[src/htfd_pkg.sv]
// constants and crc helper for the humidity and temperature frame decoder
`timescale 1ns / 1ps

package htfd_pkg;

  localparam int FRAME_BYTES = 7;
  localparam int CNT_W       = 3;

  localparam logic [CNT_W-1:0] FIRST_POS = CNT_W'(0);
  localparam logic [CNT_W-1:0] LAST_POS  = CNT_W'(FRAME_BYTES - 1);

  localparam logic [7:0] CRC_INIT = 8'hFF;
  localparam logic [7:0] CRC_POLY = 8'h31;

  // fixed-point scale factors, applied as raw * scale >> 20
  localparam logic [13:0] HUM_SCALE   = 14'd10000;
  localparam logic [14:0] TEMP_SCALE  = 15'd20000;
  localparam logic [14:0] TEMP_OFFSET = 15'd5000;

  // one byte of crc-8, msb first, no final xor
  function automatic logic [7:0] crc8_feed(input logic [7:0] crc, input logic [7:0] data);
    logic [7:0] c;
    c = crc ^ data;
    for (int k = 0; k < 8; k++) begin
      if (c[7]) begin
        c = {c[6:0], 1'b0} ^ CRC_POLY;
      end else begin
        c = {c[6:0], 1'b0};
      end
    end
    return c;
  endfunction

endpackage

[src/humid_temp_frame_decoder.sv]
// humidity and temperature sensor reply decoder, top level
// a reply's seventh byte passes through the input register and then the result register before it shows on the output
// throughput: one byte per cycle unless a held result stalls; the input register and result register each hold one item
// bytes before the seventh produce no output transaction
// reset: synchronous active-low rst_n clears byte count and both valid flags
`timescale 1ns / 1ps

module humid_temp_frame_decoder
  import htfd_pkg::*;
(
  input  logic        clk,
  input  logic        rst_n,
  input  logic        in_tvalid,
  output logic        in_tready,
  input  logic [7:0]  in_tdata,   // rx_byte
  input  logic        in_tuser,   // frame_start
  output logic        out_tvalid,
  input  logic        out_tready,
  // sensor_status, humidity_raw, temperature_raw, humidity_centi, temperature_centi, pad
  output logic [79:0] out_tdata,
  output logic        out_tuser   // check_status
);

  logic             in_valid_r;
  logic [7:0]       byte_r;
  logic             start_r;

  logic [CNT_W-1:0] cnt_r;
  logic [7:0]       crc_r;
  logic [39:0]      payload_r;
  logic [7:0]       status_r;

  logic             out_valid_r;
  logic [7:0]       o_status_r;
  logic [19:0]      o_hum_raw_r;
  logic [19:0]      o_temp_raw_r;
  logic [13:0]      o_hum_centi_r;
  logic [14:0]      o_temp_centi_r;
  logic             o_check_r;

  logic             out_free;
  logic             advance;
  logic [CNT_W-1:0] pos;
  logic             last_byte;
  logic [13:0]      hum_centi;
  logic signed [14:0] temp_centi;

  assign out_free  = !out_valid_r || out_tready;
  assign advance   = in_valid_r && out_free;
  assign in_tready = !in_valid_r || out_free;

  always_comb begin
    if (start_r || cnt_r > LAST_POS) begin
      pos = FIRST_POS;
    end else begin
      pos = cnt_r;
    end
  end

  assign last_byte = (pos == LAST_POS);

  htfd_convert u_convert (
    .humidity_raw      (payload_r[39:20]),
    .temperature_raw   (payload_r[19:0]),
    .humidity_centi    (hum_centi),
    .temperature_centi (temp_centi)
  );

  // input register
  always_ff @(posedge clk) begin
    if (!rst_n) begin
      in_valid_r <= 1'b0;
    end else if (in_tready) begin
      in_valid_r <= in_tvalid;
    end
    if (in_tvalid && in_tready) begin
      byte_r  <= in_tdata;
      start_r <= in_tuser;
    end
  end

  // frame state
  always_ff @(posedge clk) begin
    if (!rst_n) begin
      cnt_r     <= FIRST_POS;
      crc_r     <= CRC_INIT;
      payload_r <= 40'b0;
      status_r  <= 8'b0;
    end else if (advance) begin
      if (pos == FIRST_POS) begin
        status_r  <= byte_r;
        crc_r     <= crc8_feed(CRC_INIT, byte_r);
        payload_r <= 40'b0;
        cnt_r     <= CNT_W'(1);
      end else if (!last_byte) begin
        payload_r <= {payload_r[31:0], byte_r};
        crc_r     <= crc8_feed(crc_r, byte_r);
        cnt_r     <= pos + CNT_W'(1);
      end else begin
        cnt_r <= FIRST_POS;
      end
    end
  end

  // result register
  always_ff @(posedge clk) begin
    if (!rst_n) begin
      out_valid_r <= 1'b0;
    end else if (out_free) begin
      out_valid_r <= in_valid_r && last_byte;
    end
    if (advance && last_byte) begin
      o_status_r     <= status_r;
      o_hum_raw_r    <= payload_r[39:20];
      o_temp_raw_r   <= payload_r[19:0];
      o_hum_centi_r  <= hum_centi;
      o_temp_centi_r <= temp_centi;
      o_check_r      <= (crc_r != byte_r);
    end
  end

  assign out_tvalid = out_valid_r;
  assign out_tdata  = {3'b0, o_temp_centi_r, o_hum_centi_r, o_temp_raw_r, o_hum_raw_r,
                       o_status_r};
  assign out_tuser  = o_check_r;

  a_count_range: assert property (@(posedge clk) disable iff (!rst_n)
    cnt_r <= LAST_POS)
    else $error("byte count out of range");

  a_ready_when_empty: assert property (@(posedge clk) disable iff (!rst_n)
    !out_valid_r |-> in_tready)
    else $error("input stalled with empty result register");

  a_start_restarts: assert property (@(posedge clk) disable iff (!rst_n)
    advance && start_r |=> cnt_r == CNT_W'(1))
    else $error("frame start did not restart byte count");

  a_result_from_last: assert property (@(posedge clk) disable iff (!rst_n)
    $rose(out_valid_r) |-> $past(in_valid_r && last_byte))
    else $error("result without a seventh byte");

  a_last_wraps: assert property (@(posedge clk) disable iff (!rst_n)
    advance && last_byte |=> cnt_r == FIRST_POS)
    else $error("byte count did not wrap after seventh byte");

endmodule

[src/htfd_convert.sv]
// raw sensor words to hundredths of a percent and of a degree
`timescale 1ns / 1ps

module htfd_convert
  import htfd_pkg::*;
(
  input  logic [19:0]        humidity_raw,
  input  logic [19:0]        temperature_raw,
  output logic [13:0]        humidity_centi,
  output logic signed [14:0] temperature_centi
);

  logic [33:0] hum_prod;
  logic [34:0] temp_prod;
  logic [14:0] temp_scaled;

  assign hum_prod    = {14'b0, humidity_raw} * {20'b0, HUM_SCALE};
  assign temp_prod   = {15'b0, temperature_raw} * {20'b0, TEMP_SCALE};
  assign temp_scaled = temp_prod[34:20];

  assign humidity_centi    = hum_prod[33:20];
  assign temperature_centi = signed'(temp_scaled - TEMP_OFFSET);

endmodule
[config.mk]
export PLATFORM = sky130hd
export DESIGN_NAME = humid_temp_frame_decoder
export DESIGN_NICKNAME = d
export VERILOG_FILES = /design/src/htfd_pkg.sv /design/src/humid_temp_frame_decoder.sv /design/src/htfd_convert.sv
export SDC_FILE = /design/constraint.sdc
export NUM_CORES = 1
export LEC_CHECK = 0
export BUFFER_PORTS_ARGS = -buffer_cell sky130_fd_sc_hd__buf_2
export CORE_MARGIN = 10
export CORE_UTILIZATION = 35
export DETAILED_ROUTE_END_ITERATION = 10
export PLACE_DENSITY = 0.5
export SLEW_MARGIN = 10
export SYNTH_ARGS = -nofsm -noshare
export SYNTH_HDL_FRONTEND = slang
export SYNTH_SLANG_ARGS = --single-unit
[constraint.sdc]
create_clock -name clk -period 4.95 [get_ports clk]
set_input_delay 0.2475 -clock clk [delete_from_list [all_inputs] [get_ports clk]]
set_output_delay 0.2475 -clock clk [all_outputs]
set_load 0.02 [all_outputs]
==> Word level (Yosys, flattened, before mapping) <==
Cells that the tools add are included.
{ "totals": {"input_bits": 13, "regBits": 148, "mem_bits_ro": 0, "output_inout_bits": 83, "ramBits": 0, "latchBits": 0, "elab_cells": 124, "mem_count": 0} }
{ "op_classes": {"n_mul": 2, "reduce_logical": 12, "bitwise_logic": 18, "n_eq_ne": 3, "shifts": 0, "n_addsub": 2, "div": 0, "muxes": 72, "order_cmp": 1} }
{ "ops": {"columns": ["operator", "n"], "rows": [
  ["$mux W8", 51],
  ["$mux W6", 16],
  ["$mux W40", 2],
  ["$mul A20 B10 Y30 const B", 2],
  ["$not A3 Y3", 16],
  ["$sub A15 B13 Y15 const B", 1],
  ["$mux W3", 3],
  ["$ne A8 B8 Y1", 1],
  ["$not A8 Y8", 1],
  ["$xor A8 B8 Y8", 1],
  ["$logic_and A1 B1 Y1", 4],
  ["$reduce_and A2 Y1", 2],
  ["$add A3 B1 Y3 const B", 1],
  ["$eq A3 B3 Y1 const B", 1],
  ["$gt A3 B3 Y1 const B", 1],
  ["$logic_not A3 Y1", 1],
  ["$logic_or A1 B1 Y1", 3],
  ["$logic_not A1 Y1", 2],
  ["$ne A2 B1 Y1 const B", 1]
]} }

==> Depth between registers and ports, before layout <==
{ "depth": {"depth_word": 48, "depth_mapped": 23, "ltp_nobuf": 23} }

==> Hierarchy <==
A second synthesis with hierarchy kept.
{ "hier_totals": {"hier_cells": 1121, "area_unflattened_um2": 11728.7} }
{ "by_module_without_submodules": {"columns": ["module", "n_inst", "cells_each", "seq_area_each_um2", "area_each_um2"], "rows": [
  ["htfd_convert", 1, 722, 0.0, 6239.7],
  ["humid_temp_frame_decoder", 1, 399, 3833.7, 5489.0]
]} }

==> Least setup slack after synthesis <==
OpenSTA, ideal clock, no wires.
{ "synth_timing": {"path_type": "reg2reg", "startpoint": "register payload_r[8]", "endpoint": "register o_temp_centi_r[14] (data pin)", "t_arrival_ns": 5.102, "required_time_ns": 4.690, "n_path_buf": 0, "setup_time_ns": 0.260, "setup_slack_ns": -0.412, "synth_period_minus_slack_ns": 5.362, "path_stages_with_launch": 21, "cell_sequence": "dfxtp_1 -> inv_1 -> fa_1 -> inv_1 -> ha_1 -> fa_1 -> ha_1 -> inv_1 -> fa_1 -> inv_1 -> ha_1 -> and4_1 -> and3_4 -> a211oi_4 -> o211ai_1 -> a32oi_1 -> and4bb_4 -> o221a_1 -> a211oi_1 -> o32ai_2 -> xnor2_1"} }
{ "synth_between": {"elab_chain_cells": 2} }
{ "synth_lines": {"columns": ["element", "line", "text"], "rows": [
  ["from (decl)", "humid_temp_frame_decoder.sv:30", "logic [39:0] payload_r;"],
  ["from (signal assigned)", "humid_temp_frame_decoder.sv:96", "payload_r <= {payload_r[31:0], byte_r};"],
  ["$mul A20 B10 Y30", "htfd_convert.sv:18", "assign temp_prod = {15'b0, temperature_raw} * {20'b0, TEMP_SCALE};"],
  ["$sub A15 B13 Y15", "htfd_convert.sv:22", "assign temperature_centi = signed'(temp_scaled - TEMP_OFFSET);"],
  ["named net temp_centi[14]", "humid_temp_frame_decoder.sv:46", "logic signed [14:0] temp_centi;"],
  ["to (signal assigned)", "humid_temp_frame_decoder.sv:117", "o_temp_centi_r <= temp_centi;"],
  ["to (decl)", "humid_temp_frame_decoder.sv:38", "logic [14:0] o_temp_centi_r;"]
]} }
The timed path passes the listed nets, and every way through them passes these cells.
A chain may end at the register's enable or synchronous reset.

==> Final worst setup path <==
{ "layout_timing": {"startpoint": "register payload_r[4]", "endpoint": "register o_temp_centi_r[14] (data pin)"} }
The elaborated chain is that of the path after synthesis.

==> results.md <==
Run status:
- The flow ran to the end, but the final reports show violations.
- The checks that failed: setup timing.

Clock tree:
- No sink is reached through more buffers than the 2 on the longest clock path.
- TritonCTS created 17 clock buffers.
- Clock tree synthesis selected as its root buffer the cell clkbuf_16.
- The tree built by TritonCTS fans out to 148 sinks.
- The clock-pin slew of the registers on the worst-case setup and hold paths is ~0.07 ns.
- The H-tree generated during clock tree synthesis spans 4 levels.
- The CTS tree is yes.
- The later pin in the worst-skew pair is clocked with a latency of between 0.4 and 0.5 ns.

Yosys:
- The count of warnings emitted by yosys is 0.
- The proportion of synthesized flip-flops having asynchronous set or reset is 0%.
- Synthesis produced 1113 cells.
- The summed instance area of the synthesized netlist is about 0.012 mm2.
- Summing the sequential cell areas from Yosys gives between 30% and 40% of the chip area.
- In the synthesized netlist the dominant register cell turns out to be edfxtp_1.
- The synthesized design contains slightly below 90 enable-type register cells.
- Each instance of the synthesized netlist takes up on average between 10 and 15 um2.
- After synthesis, the netlist uses 63 different library cells.
- The post-synthesis register bit count is 148.

Floorplanning:
- The floorplan has between 60 and 70 rows.
- The initial utilization of the core area, before any placement, comes to between 30% and 40%.
- The floorplan step defined a core boundary enclosing around 0.032 mm2.
- 96 I/O pins were placed.
- The die covers roughly 0.041 mm2.
- The floorplan die height is 201 um.
- The floorplan die width is slightly above 200 um.

Global route:
- The number of antenna violations at the first check in global routing is 0.
- The number of global-route vias before repair is around 8800.
- Entering global routing, the biggest net connects 80 pins.
- The wire length of the first global-routing pass is approximately 45000 um.
- Global routing used 13.7% of the available tracks across all layers.
- The final global-route overflow total is 0.

Worst hold path:
- Counting instances, the worst hold path has a depth of 3.
- The beginning of the worst hold path is in_tvalid.
- The path with the worst hold slack has its endpoint at in_valid_r$_SDFFE_PN0N_.
- The tightest min-delay check is of the in2reg type.

STA:
- The final-report max-slew violation count is 0.
- The peak clock frequency supported by timing is just under 200 MHz.
- In the post-route analysis, the smallest setup slack over all paths is -0.198 ns.
- Setup repair after global routing could not meet its margin everywhere.
- The final setup violation count is 5.
- The count of final hold-check violations is 0.
- The setup skew after layout is roughly 0.014 ns.
- The transition at the pin with the smallest max-transition slack is 1.13 ns.
- In this run the tightest slew margin relative to its limit is roughly a quarter.
- The worst path uses 104% of the clock period.
- The minimum clock period is about 5.1 ns.
- The final worst hold slack is between 0.06 and 0.07 ns.

Route:
- Before antenna repair, the detailed router went through 6 iterations.
- After detailed routing, the number of vias per cell comes to about 4.7.
- The residual antenna-violating net count after detailed routing is 0.
- The detailed router finished its first iteration with ~270 violations.
- After detailed routing, the average wire length per cell comes to between 10 and 15 um.
- The total number of vias is roughly 8400.
- The total DRC errors in the routed layout is 0.
- The routed wire length is 26800 um.

Layout:
- The multi-input combinational cell area is approximately 0.0073 mm2.
- The area used by sequential logic in the layout is 0.00389 mm2.
- The finished cells cover ~0.015 mm2.
- Excluding fillers, the count of instances in the completed layout stands at roughly 1800.
- Leaving out fill and tap cells, the most frequent cells in the layout are inv_1, buf_4, ha_1.
- The final cell utilization of the core is 45.8%.
- The final layout contains 1615 nets.
- Fill cells in the final layout number just over 3000.
- The share of final-layout standard cells stronger than drive strength 1 is approximately 30%.
- The most frequent standard cell in the layout excluding fill and tap cells is inv_1.
- The repair_antennas step left the layout with diodes totalling 0.
- Compared with the post-synthesis result, the final layout area differs by 29.2%.

Worst setup path:
- In this run the critical register-to-register path is launched from payload_r[4]$_SDFFE_PN0P_.
- At the worst endpoint, the required time is roughly 5.1 ns.
- The signal on the critical path passes through inv_4, fa_1, inv_2, ha_4, inv_2, fa_1, inv_2, ha_4, inv_2, fa_1, inv_2, ha_4, and4_4, and3_4, a211oi_4, buf_6, or4_4, nand4_1, and4bb_4, o221a_1, a211oi_2, o32ai_2, xnor2_1.
- The category of the most critical setup path is reg2reg.
- The number of cells traversed by the worst register-to-register path is 23.
- The critical-path cell with the highest stage delay is fa_1.
- The worst register-to-register path has a setup slack of -0.20 ns.
- The critical path startpoint is payload_r[4]$_SDFFE_PN0P_.
- The highest net fanout along the worst path is 7.
- On the worst path, the slowest cell contributes a delay of about 0.55 ns.
- The cell occurring most often along the worst timing path is inv_2.
- STA classifies the critical path endpoint as a flip-flop.
- The reg-to-reg critical path endpoint is o_temp_centi_r[14]$_DFFE_PP_.
- The kind of launch point of the worst setup path is a flip-flop.
- The worst endpoint data arrival time is 5.33 ns.

Flow run:
- The number of violations of the max-capacitance limit is 0.

Placed design:
- The instance count after placement with tap cells included is ~1700.
- The placed instances occupy a cell area of approximately 0.014 mm2.
- The routability-driven placement congestion ratio is 0.818.
- The placed wire-length estimate is between 20000 and 25000 um.
- Input and output buffers added on the ports amount to ~90.

Pwr:
- The total power divided by cell area is 189 mW/mm2.
- The maximum vdd ir drop is between 0.2 and 0.25 mV.
- The leakage power figure is 0.00713 uW.
- The power consumption is ~2800 uW.
[through the flow]
step / setup slack, ns / setup TNS (ns)
after floorplan: -0.0158 / -0.0158
after global placement: -0.181 / -0.493
after detailed placement: -0.244 / -0.878
after CTS: -0.181 / -0.234
after global routing: -0.362 / -1.73
final: -0.198 / -0.517
[report_power, final]
part | total [uW] | internal, uW | switching, uW
logic | 185 | 83.1 | 102
registers | 1330 | 1300 | 26.6
clock network | 1300 | 669 | 628
total | 2810 | 2050 | 756
[flip-flops by register name (all words and copies together), names as in the netlist, 14 cells and up]
name / cells
o_temp_raw_r: 20
payload_r: 40
o_temp_centi_r: 15
o_hum_raw_r: 20
o_hum_centi_r: 14
[layer usage]
metal / vias to the layer above / part of all wire (%) / GRT usage, %
met5: - / 0 / 0
met4: 0 / 0.85 / 3.41
met3: 12 / 2.5 / 2.38
met2: 93 / 47 / 22.3
met1: 4109 / 50 / 18.4
li1: 4193 / - / -
[final cells by class]
class / instances / share of cell area [%]
inverters: 200 / 5.20
flip-flops and latches: 148 / 26.2
clock buffers: 17 / 2.86
multi-input cells: 728 / 49.3
well taps: 442 / 3.72
repair buffers: 254 / 11.7
clock inverters: 15 / 0.993
[Yosys cell counts (2+ instances only)]
library cell  count  area, um2
o211ai_1          6       45.0
o21bai_1          2       15.0
a21oi_1          32        160
inv_1           200        751
or3_1             3       18.8
o22ai_1           2       12.5
a41o_1            3       30.0
xor2_1           30        263
dfxtp_1          61       1220
edfxtp_1         87       2610
nor4_1            2       12.5
o311ai_0          4       35.0
o31ai_1           3       22.5
a21boi_0         50        375
nor3_1           12       60.1
o41a_1            2       22.5
xnor2_1          37        324
o21ai_0          19       95.1
a21o_1           11       82.6
nand4_1           6       37.5
and3_1           10       62.6
ha_1            161       2010
nand3b_1          2       15.0
a21oi_2           2       17.5
buf_4             3       22.5
o21ai_1           3       15.0
and2_1            4       25.0
and4_1            2       17.5
nand2_1          93        349
clkbuf_1         34        128
a211oi_1          3       22.5
o211a_1           2       20.0
o2111ai_1         2       17.5
o21a_1            6       45.0
nor2b_1           6       37.5
nand3_1          50        250
nand2b_1          8       50.1
fa_1             92       1840
nor2_1           34        128
[critical path, delay by kind of cell, from the launching register on]
kind | cells | cell delay, ns
adders and majority gates | 6 | 2.18
AOI/OAI and AO/OA | 4 | 0.54
buffers and inverters | 7 | 0.42
DFF | 1 | 0.36
and+or+nand+nor | 5 | 1.25
xor gates and xnor gates | 1 | 0.10
[worst max path at each step]
| stage | endpoint | slack (ns) | depth (start not counted) |
|---|---|---|---|
| floorplan | o_temp_centi_r[14]$_DFFE_PP_ | -0.02 | 20 |
| global placement | o_temp_centi_r[14]$_DFFE_PP_ | -0.18 | 22 |
| detailed placement | o_temp_centi_r[14]$_DFFE_PP_ | -0.24 | 22 |
| CTS | o_temp_centi_r[14]$_DFFE_PP_ | -0.18 | 22 |
| global route | o_temp_centi_r[14]$_DFFE_PP_ | -0.36 | 23 |
| finish | o_temp_centi_r[14]$_DFFE_PP_ | -0.20 | 23 |
[cells by family after synthesis]
| logic type | Yosys count | share of synthesized area (%) |
|---|---|---|
| AOI/OAI and AO/OA | 166 | 10.3 |
| xor gates and xnor gates | 67 | 5.10 |
| adders and majority gates | 253 | 33.5 |
| buffers and inverters | 239 | 7.91 |
| DFF | 148 | 33.3 |
| muxes | 1 | 0.0870 |
| other | 1 | 0.0326 |
| and+or+nand+nor | 238 | 9.78 |
[repair_timing]
action | in CTS | in global routing
hold buffers | 9 | 0
hold endpoints to repair | 9 | 0
pin swaps | 33 | 54
gates resized for setup | 53 | 60
setup buffers | 30 | 19
endpoints found under the setup margin | 8 | 17
No activity file was read; power rests on OpenSTA's default activity.
